`config.mk`:
```
export PLATFORM = sky130hd
export DESIGN_NAME = nearest_level_quantizer
export DESIGN_NICKNAME = d
export VERILOG_FILES = /design/src/hdl/nlq_pkg.sv /design/src/hdl/nlq_cell.sv /design/src/hdl/nearest_level_quantizer.sv
export SDC_FILE = /design/constraint.sdc
export NUM_CORES = 2
export LEC_CHECK = 0
export ABC_AREA = 1
export BUFFER_PORTS_ARGS = -buffer_cell sky130_fd_sc_hd__buf_2
export CAP_MARGIN = 20
export CORE_ASPECT_RATIO = 1.4
export CORE_UTILIZATION = 40
export CTS_CLUSTER_SIZE = 24
export DETAILED_ROUTE_END_ITERATION = 10
export GPL_TIMING_DRIVEN = 0
export PLACE_DENSITY = 0.57
export SYNTH_ARGS = -nofsm -noshare
export SYNTH_HDL_FRONTEND = slang
export SYNTH_SLANG_ARGS = --single-unit
export TNS_END_PERCENT = 10
```
`constraint.sdc`:
```
create_clock -name clk -period 6.7 [get_ports clk]
set_input_delay 1.34 -clock clk [delete_from_list [all_inputs] [get_ports clk]]
set_output_delay 1.34 -clock clk [all_outputs]
set_load 0.02 [all_outputs]
```
`src/hdl/nlq_pkg.sv`:
```
// ----------------------------------------------------------------------------
// nlq_pkg
// Shared constants and types for the nearest level quantiser: table depth,
// field widths, operation and status codes, the link between cells and the broadcast item.
// ----------------------------------------------------------------------------
package nlq_pkg;

  localparam int MAX_LEVELS = 16;
  localparam int CNT_W      = $clog2(MAX_LEVELS + 1);
  localparam int KEY_W      = 32;
  localparam int LVL_W      = 32;
  localparam int OP_W       = 2;
  localparam int STAT_W     = 2;
  localparam int ENTRIES_W  = 5;

  localparam logic [OP_W-1:0] OP_LOAD  = 2'd0;
  localparam logic [OP_W-1:0] OP_QUERY = 2'd1;
  localparam logic [OP_W-1:0] OP_CLEAR = 2'd2;

  localparam logic [STAT_W-1:0] ST_OK    = 2'd0;
  localparam logic [STAT_W-1:0] ST_EMPTY = 2'd1;
  localparam logic [STAT_W-1:0] ST_FULL  = 2'd2;

  // Data handed from one cell to its right-hand neighbour.
  typedef struct packed {
    logic signed [KEY_W-1:0] key;
    logic [LVL_W-1:0]        level;
    logic                    le_key;  // held key is valid and <= incoming key
  } nlq_link_t;

  // Item broadcast to every cell of the row.
  typedef struct packed {
    logic                    load_en;
    logic signed [KEY_W-1:0] key;
    logic [LVL_W-1:0]        level;
  } nlq_bcast_t;

endpackage

```
`src/hdl/nlq_cell.sv`:
```
// ----------------------------------------------------------------------------
// nlq_cell
// One entry of the sorted table. Holds a key and its level, decides locally
// whether to keep, take the new pair or take its left neighbour's pair on a
// load, and tests the midpoint with its left neighbour on a query.
// ----------------------------------------------------------------------------
module nlq_cell (
  input  logic                     clk,
  input  logic                     head,      // first cell of the row
  input  logic                     valid,     // entry lies below the fill count
  input  nlq_pkg::nlq_bcast_t      bcast,
  input  nlq_pkg::nlq_link_t       link_in,
  input  logic                     gt_right,  // query lies above right midpoint
  output nlq_pkg::nlq_link_t       link_out,
  output logic                     gt_left,   // query lies above left midpoint
  output logic [nlq_pkg::LVL_W-1:0] sel_level
);
  import nlq_pkg::*;

  logic signed [KEY_W-1:0] key_r, key_nxt;
  logic [LVL_W-1:0]        level_r, level_nxt;
  logic                    le_key;
  logic signed [KEY_W+1:0] twice;
  logic signed [KEY_W+1:0] pair_sum;

  assign le_key = valid && (key_r <= bcast.key);

  assign link_out.key    = key_r;
  assign link_out.level  = level_r;
  assign link_out.le_key = le_key;

  // The midpoint test 2x > a+b is exact in two extra bits.
  assign twice    = {bcast.key[KEY_W-1], bcast.key, 1'b0};
  assign pair_sum = {{2{link_in.key[KEY_W-1]}}, link_in.key}
                  + {{2{key_r[KEY_W-1]}}, key_r};
  assign gt_left  = valid && !head && (twice > pair_sum);

  // Midpoint flags form a prefix of ones, so exactly one valid cell is the head or
  // sees a raised flag on its left, and sees a clear one on its right.
  assign sel_level = (valid && (head || gt_left) && !gt_right) ? level_r : '0;

  always_comb begin
    key_nxt   = key_r;
    level_nxt = level_r;
    if (bcast.load_en && !le_key) begin
      if (head || link_in.le_key) begin
        key_nxt   = bcast.key;
        level_nxt = bcast.level;
      end else begin
        key_nxt   = link_in.key;
        level_nxt = link_in.level;
      end
    end
  end

  always_ff @(posedge clk) begin
    key_r   <= key_nxt;
    level_r <= level_nxt;
  end

endmodule

```
`src/hdl/nearest_level_quantizer.sv`:
```
// ----------------------------------------------------------------------------
// nearest_level_quantizer
// Sorted table of (key, level) pairs held in a row of cells. Loads insert in
// key order, queries return the level of the nearest key, clears empty it.
// ----------------------------------------------------------------------------
// The result strobe rises in the cycle after the start transfer.
// Throughput: one item per cycle; busy never rises, as every cell of the row
// inserts or compares within the same cycle.
// The receiver cannot stall; each result is shown for exactly one cycle.
// Reset empties the table by clearing the fill count; cell contents persist.
module nearest_level_quantizer (
  input  logic                        clk,
  input  logic                        rst_n,
  input  logic                        start,
  output logic                        busy,
  input  logic [nlq_pkg::OP_W-1:0]    in_opcode,
  input  logic signed [nlq_pkg::KEY_W-1:0] in_key,
  input  logic signed [nlq_pkg::LVL_W-1:0] in_level,
  output logic                        out_strobe,
  output logic signed [nlq_pkg::LVL_W-1:0] out_value,
  output logic [nlq_pkg::STAT_W-1:0]  out_status,
  output logic [nlq_pkg::ENTRIES_W-1:0] out_entries
);
  import nlq_pkg::*;

  logic [CNT_W-1:0]     count_r, count_nxt;
  logic                 strobe_r;
  logic [LVL_W-1:0]     value_r, value_nxt;
  logic [STAT_W-1:0]    status_r, status_nxt;
  logic [ENTRIES_W-1:0] entries_r;

  logic                 accept;
  logic                 full;
  logic                 load_ok;
  nlq_bcast_t           bcast;
  logic [MAX_LEVELS-1:0] valid;
  logic [MAX_LEVELS:0]   gt;
  nlq_link_t            link [MAX_LEVELS+1];
  logic [LVL_W-1:0]     sel [MAX_LEVELS];
  logic [LVL_W-1:0]     sel_any;

  assign busy    = 1'b0;
  assign accept  = start && !busy;
  assign full    = (count_r == CNT_W'(MAX_LEVELS));
  assign load_ok = accept && (in_opcode == OP_LOAD) && !full;

  assign bcast.load_en = load_ok;
  assign bcast.key     = in_key;
  assign bcast.level   = in_level;

  assign link[0] = '0;
  assign gt[MAX_LEVELS] = 1'b0;

  genvar gi;
  generate
    for (gi = 0; gi < MAX_LEVELS; gi++) begin : g_cell
      assign valid[gi] = (CNT_W'(gi) < count_r);
      nlq_cell u_cell (
        .clk       (clk),
        .head      ((gi == 0) ? 1'b1 : 1'b0),
        .valid     (valid[gi]),
        .bcast     (bcast),
        .link_in   (link[gi]),
        .gt_right  (gt[gi+1]),
        .link_out  (link[gi+1]),
        .gt_left   (gt[gi]),
        .sel_level (sel[gi])
      );
    end
  endgenerate

  always_comb begin
    sel_any = '0;
    for (int i = 0; i < MAX_LEVELS; i++) begin
      sel_any = sel_any | sel[i];
    end
  end

  always_comb begin
    count_nxt  = count_r;
    value_nxt  = '0;
    status_nxt = ST_OK;
    case (in_opcode)
      OP_LOAD: begin
        if (full) begin
          status_nxt = ST_FULL;
        end else begin
          count_nxt = count_r + 1'b1;
        end
      end
      OP_QUERY: begin
        if (count_r == '0) begin
          status_nxt = ST_EMPTY;
        end else begin
          value_nxt = sel_any;
        end
      end
      OP_CLEAR: begin
        count_nxt = '0;
      end
      default: begin
        count_nxt = count_r;
      end
    endcase
  end

  always_ff @(posedge clk) begin
    if (!rst_n) begin
      count_r  <= '0;
      strobe_r <= 1'b0;
    end else begin
      strobe_r <= accept;
      if (accept) begin
        count_r <= count_nxt;
      end
    end
  end

  always_ff @(posedge clk) begin
    if (accept) begin
      value_r   <= value_nxt;
      status_r  <= status_nxt;
      entries_r <= ENTRIES_W'(count_nxt);
    end
  end

  assign out_strobe  = strobe_r;
  assign out_value   = value_r;
  assign out_status  = status_r;
  assign out_entries = entries_r;

endmodule

```
== Word level (Yosys, flattened, before mapping) ==
Index checks and enable logic that the tools add are counted.
Word-level totals
  latch bits: 0
  RAM bits: 0
  memory bits (read-only): 0
  flip-flop bits (word level): 1069
  memories: 0
  output and inout bits: 41
  bits of input ports: 69
  logic and storage cells: 284
Operators by class
  equality and inequality tests: 3
  $lt $le $gt $ge: 47
  reductions and logical operators: 114
  shift-type cells: 0
  mux-type cells: 51
  add/sub/neg operators: 16
  multipliers: 0
  divide/modulo/power cells: 0
  bitwise logic cells: 16
Operator list (number)
  $mux 32: 46
  $le 32x32->1: 16
  $add 32x32->33: 15
  $gt 33x33->1: 15
  $or 32x32->32: 15
  $logic_and 1x1->1: 79
  $lt 4x5->1 const A: 8
  $logic_not 1->1: 32
  $lt 3x5->1 const A: 4
  $lt 1x5->1 const A: 2
  $lt 2x5->1 const A: 2
  $pmux 5 s2: 1
  $add 5x1->5 const B: 1
  $eq 5x5->1 const B: 1
  $logic_not 5->1: 1
  $mux 5: 1
  $pmux 2 s2: 1
  $eq 2x1->1 const B: 1
  $eq 2x2->1 const B: 1
  $logic_not 2->1: 1
  $mux 2: 1
  $reduce_or 2->1: 1
  $mux 1: 1
  $not 1->1: 1

== Logic depth before layout (Yosys ltp) ==
  depth in word-level cells: 21
  depth in mapped cells: 35
  gate-level depth less buffers: 34

== Cells and area by module ==
From an unflattened synthesis, not the netlist that was laid out.
Unflattened totals
  cells, all modules: 14220
  area total of the unflattened synthesis: 108813.1 µm²
By module, submodules not included
  nlq_cell at g_cell[0].u_cell ...: seq. area each 1921.8 µm², cells each 851, instances 10, area an instance 6567.5 µm²
  nlq_cell at g_cell[7].u_cell ...: seq. area each 1921.8 µm², cells each 869, instances 3, area an instance 6575.1 µm²
  nlq_cell at g_cell[12].u_cell ...: seq. area each 1921.8 µm², cells each 852, instances 2, area an instance 6578.8 µm²
  nlq_cell at g_cell[11].u_cell: seq. area each 1921.8 µm², cells each 876, instances 1, area an instance 6839.1 µm²
  nearest_level_quantizer: seq. area each 1291.2 µm², cells each 523, instances 1, area an instance 3415.8 µm²

== Worst setup path after synthesis ==
Ideal clock, no wire load.
  path type: input port to flip-flop
  start: in in_key[31] (netlist bit)
  end: reg g_cell[4].u_cell.key_r[0] (enable)
  arrival time: 6625 ps
  required time: 6193 ps
  slack: -432 ps
  cell stages on the path: 12
  cell sequence: clkbuf_1 -> inv_1 -> ha_1 -> nand4_1 -> or3_1 -> nor4_2 -> nand2_1 -> nand2_1 -> xnor2_1 -> nand2_1 -> buf_2 -> a21oi_1
On the way
  word-level cells in the longest chain between the ends: 4
Ends and longest elaborated chain
  from (decl): line nearest_level_quantizer.sv:17  | input logic signed [nlq_pkg::KEY_W-1:0] in_key,
  $le 32x32->1: line nlq_cell.sv:26  | assign le_key = valid && (key_r <= bcast.key);
  $logic_and 1x1->1: line nlq_cell.sv:26
  $logic_not 1->1: line nlq_cell.sv:45  | if (bcast.load_en && !le_key) begin
  $logic_and 1x1->1: line nlq_cell.sv:45
  to (signal assigned): line nlq_cell.sv:57  | key_r <= key_nxt;
  to (decl): line nlq_cell.sv:20  | logic signed [KEY_W-1:0] key_r, key_nxt;
Every way passes these cells.
A chain may end at the register's enable or synchronous reset.

== Final worst setup path ==
  start: in in_key[4] (netlist bit)
  end: reg g_cell[5].u_cell.level_r[0] (data pin)
On the way
  word-level cells in the longest chain between the ends: 3
Ends and longest elaborated chain
  $le 32x32->1: line nlq_cell.sv:26
  $logic_and 1x1->1: line nlq_cell.sv:26
  $mux 32: line nlq_cell.sv:46  | if (head || link_in.le_key) begin
  to (signal assigned): line nlq_cell.sv:58  | level_r <= level_nxt;
  to (decl): line nlq_cell.sv:21  | logic [LVL_W-1:0] level_r, level_nxt;
Every way passes these cells.

==> flow_metrics.env <==
export IMPL_status="complete, but fails checks"
export IMPL_violations="setup timing"
export IMPL_setup_viol_count_final=128
export IMPL_tightest_slew_ps=1290
export IMPL_cts_made_buffers=120
export IMPL_grt_pass1_vias=95800
export IMPL_hold_viol_final=0
export IMPL_end_kind="register"
export IMPL_hold_class="register to register"
export IMPL_synthesis_nets=14300
export IMPL_synth_top_cell_area_share_pct=32.5
export IMPL_syn_avg_cell_area_um2=7.73
export IMPL_port_buffers=108
export IMPL_min_period_over_period_pct=104
export IMPL_die_area_mm2=0.247
export IMPL_ant_nets=0
export IMPL_io_pins=110
export IMPL_yosys_area_share_adder_pct=19.1
export IMPL_clock_power_share_pct=31.4
export IMPL_postCtsHoldBufs=0
export IMPL_synth_top_family_by_area="simple AND/OR/NAND/NOR gates"
export IMPL_cts_sinks=1069
export IMPL_tritoncts="built"
export IMPL_slowest_delay_ps=860
export IMPL_grt_max_degree=34
export IMPL_final_util_pct=45.2
export IMPL_path_clk_slew_ps=60
export IMPL_routed_via_count=99400
export IMPL_synth_xor_area_share_pct=4.18
export IMPL_routed_wl_um=502000
export IMPL_drt_first_iter_violations=10600
export IMPL_cpLargestDelayFamily="simple AND/OR/NAND/NOR gates"
export IMPL_fin_ws_ps=-274
export IMPL_rows=214
export IMPL_yosys_warnings=0
export IMPL_crit_arrival_ps=7450
export IMPL_hpwlAfterDp_um=384000
export IMPL_gp_congestion=0.994
export IMPL_p_int_mw=14.1
export IMPL_htree_levels=3
export IMPL_finalClockSkew_ps=87.0
export IMPL_cp_required_ps=7170
export IMPL_vias_per_cell=6.05
export IMPL_root_buffer="clkbuf_16"
export IMPL_coreArea_mm2=0.243
export IMPL_cpMostUsedCell="nand2_1"
export IMPL_power_per_cell_area_mw_per_mm2=213
export IMPL_antenna_found_initial=53
export IMPL_p_leak_nw=50.6
export IMPL_p_switching_mw=9.23
export IMPL_setup_tns_ps=-11620
export IMPL_max_freq_mhz=143
export IMPL_sw_frac_of_total_pct=39.5
export IMPL_cts_buffer_depth=3
export IMPL_cp_max_fo=18
export IMPL_start_util_pct=40.3
export IMPL_ys_seq_area_share_pct=32.6
export IMPL_rsz0062_at_grt="yes"
export IMPL_slew_violations=0
export IMPL_die_h_um=588
export IMPL_drt_pre_antenna_iters=8
export IMPL_layout_min_cycle_time_ps=6970
export IMPL_start_kind="primary input"
export IMPL_syn_instance_count=12700
export IMPL_path_class="primary input to register"
export IMPL_synth_compound_area_share_pct=11.0
export IMPL_overflow=0
export IMPL_drc=0
export IMPL_ir_drop_mv=0.290
export IMPL_die_width_um=421
export IMPL_insertion_delay_ps=850
export IMPL_p_seq_share_pct=34.8
export IMPL_drive_gt1_share_pct=6.16
export IMPL_synth_simple_area_share_pct=27.5
export IMPL_combinationalPowerShare_pct=33.8
export IMPL_layout_nets=14600
export IMPL_grt_pass1_wl_um=692000
export IMPL_synth_mux_area_share_pct=0
export IMPL_crit_buf_inv=4
export IMPL_ys_types=58
export IMPL_worst_hold_slack_ps=509
export IMPL_netlist_area_mm2=0.0982
export IMPL_yosys_register_bits=1069
export IMPL_track_usage_pct=39.6
export IMPL_wl_per_cell_um=30.6
export IMPL_crit_path_cell_trace="buf_2 > clkbuf_2 > inv_1 > ha_1 > nand4_1 > nor3_1 > nand3_1 > nand2_1 > nand2_2 > buf_2 > nand2_1 > nand2_1"
export IMPL_area_growth_pct=12.0
export IMPL_cap_violations=0
export IMPL_finalPower_mw=23.4
export IMPL_synth_area_top_cells="edfxtp_1, ha_1, nand2_1, nand3_1, a21oi_1"
export IMPL_relSlewSlack_pct=14.0
export IMPL_slowest_stage="nor3_1"
export IMPL_synth_area_leader_cell="edfxtp_1"
[state kept, by name, summed over array words and instances (netlist names)]
signal                 count
count_r                    5
out_strobe                 1
out_status                 2
g_cell.u_cell.key_r      512
out_value                 32
g_cell.u_cell.level_r    512
out_entries                5
[layout by cell type, fill, tap and decap left out, types with 45 or more instances in the layout]
master     count
a21oi_1      873
a31oi_1      139
buf_12        69
buf_2        294
buf_4         47
clkbuf_1     185
clkbuf_16    121
diode_2       45
edfxtp_1    1063
ha_1        1474
inv_1        864
nand2_1     3808
nand3_1     1343
nand3b_1      46
nand4_1      256
nor2_1       697
nor3_1       146
o21a_1        93
o21ai_0      499
o21bai_1      83
xnor2_1      228
xor2_1       240
[worst reg2reg max path: cells and delay by family, from the launching register on]
kind	cells	cell delay, ps
simple gates	21	4360
flops	1	500
xor+xnor	1	790
buf+inv	1	60
fa+ha+maj	3	920
[path summary, 6_finish.rpt]
check,from,end,slack [ps],cells after the start
max,in_key[4],g_cell[5].u_cell.level_r[0]$_DFFE_PP_,-270,12
min,g_cell[5].u_cell.level_r[15]$_DFFE_PP_,g_cell[6].u_cell.level_r[15]$_DFFE_PP_,510,2
max reg2reg,g_cell[1].u_cell.key_r[0]$_DFFE_PP_,out_value[0]$_SDFFCE_PP0P_,-30,26
min reg2reg,g_cell[5].u_cell.level_r[15]$_DFFE_PP_,g_cell[6].u_cell.level_r[15]$_DFFE_PP_,510,2
[synth_stat cells (all sizes together)]
cell type	n
o21a	93
o21ai	541
nand2	3818
a2111oi	1
o221ai	17
xnor2	228
clkinv	2
a221oi	36
nor4b	2
buf	240
a31o	1
a211oi	11
nand4	257
and2	1
clkbuf	204
o211ai	12
dfxtp	6
a21o	37
ha	1474
nor3	150
nand3	1358
inv	902
o2111ai	4
a21oi	889
nor2	724
o21bai	85
a21boi	47
conb	1
and2b	2
a31oi	139
a22oi	1
or3	1
nor4	39
nand3b	46
edfxtp	1063
xor2	240
o22ai	1
o221a	2
fa	15
nor3b	4
[routing by layer]
layer	vias to the layer above	track usage [%]	wire length (um)
met2	5369	63.4	228000
met5	-	0	86
met1	47300	42.6	171000
met4	14	40.6	60100
li1	44900	-	-
met3	1818	7.83	42400
[cells by family after synthesis]
| group | Yosys count |
|---|---|
| fa+ha+maj | 1489 |
| buf+inv | 1348 |
| xor+xnor | 468 |
| compound gates | 1917 |
| other cells | 1 |
| flops | 1069 |
| simple gates | 6402 |
[layout make-up]
class | instances | area (um^2)
fillers | 24500 | 133000
inverters | 904 | 3400
multi-input cells | 10300 | 61000
clock inverters | 89 | 1090
diodes | 45 | 113
clock buffers | 137 | 3090
flip-flops and latches | 1069 | 32000
plain buffers | 444 | 2140
repair buffers | 226 | 3020
well taps | 3240 | 4050
[power by group through the flow]
stage / Combinational (mW) / Sequential, mW / Clock (mW)
floorplan: 4.50 / 8.10 / 0
global placement: 7.27 / 8.30 / 0
detailed placement: 7.59 / 8.24 / 0
CTS: 7.63 / 8.10 / 7.34
global route: 8.48 / 8.12 / 7.55
finish: 7.90 / 8.12 / 7.34
[per-stage QoR]
stage | std cells | setup slack, ps | instance area (um^2)
2_1_floorplan | 12700 | -332 | 98200
3_3_place_gp | 16000 | -9260 | 103000
3_5_place_dp | 16200 | -1500 | 105000
4_1_cts | 16400 | 11.8 | 110000
5_1_grt | 16400 | -14.3 | 110000
6_report | 16400 | -274 | 110000
[timing repair]
item	in CTS	in global routing
gates resized for setup	21	43
buffers inserted	0	3
endpoints found under the setup margin	667	89
(Power assumes the default switching activity.)
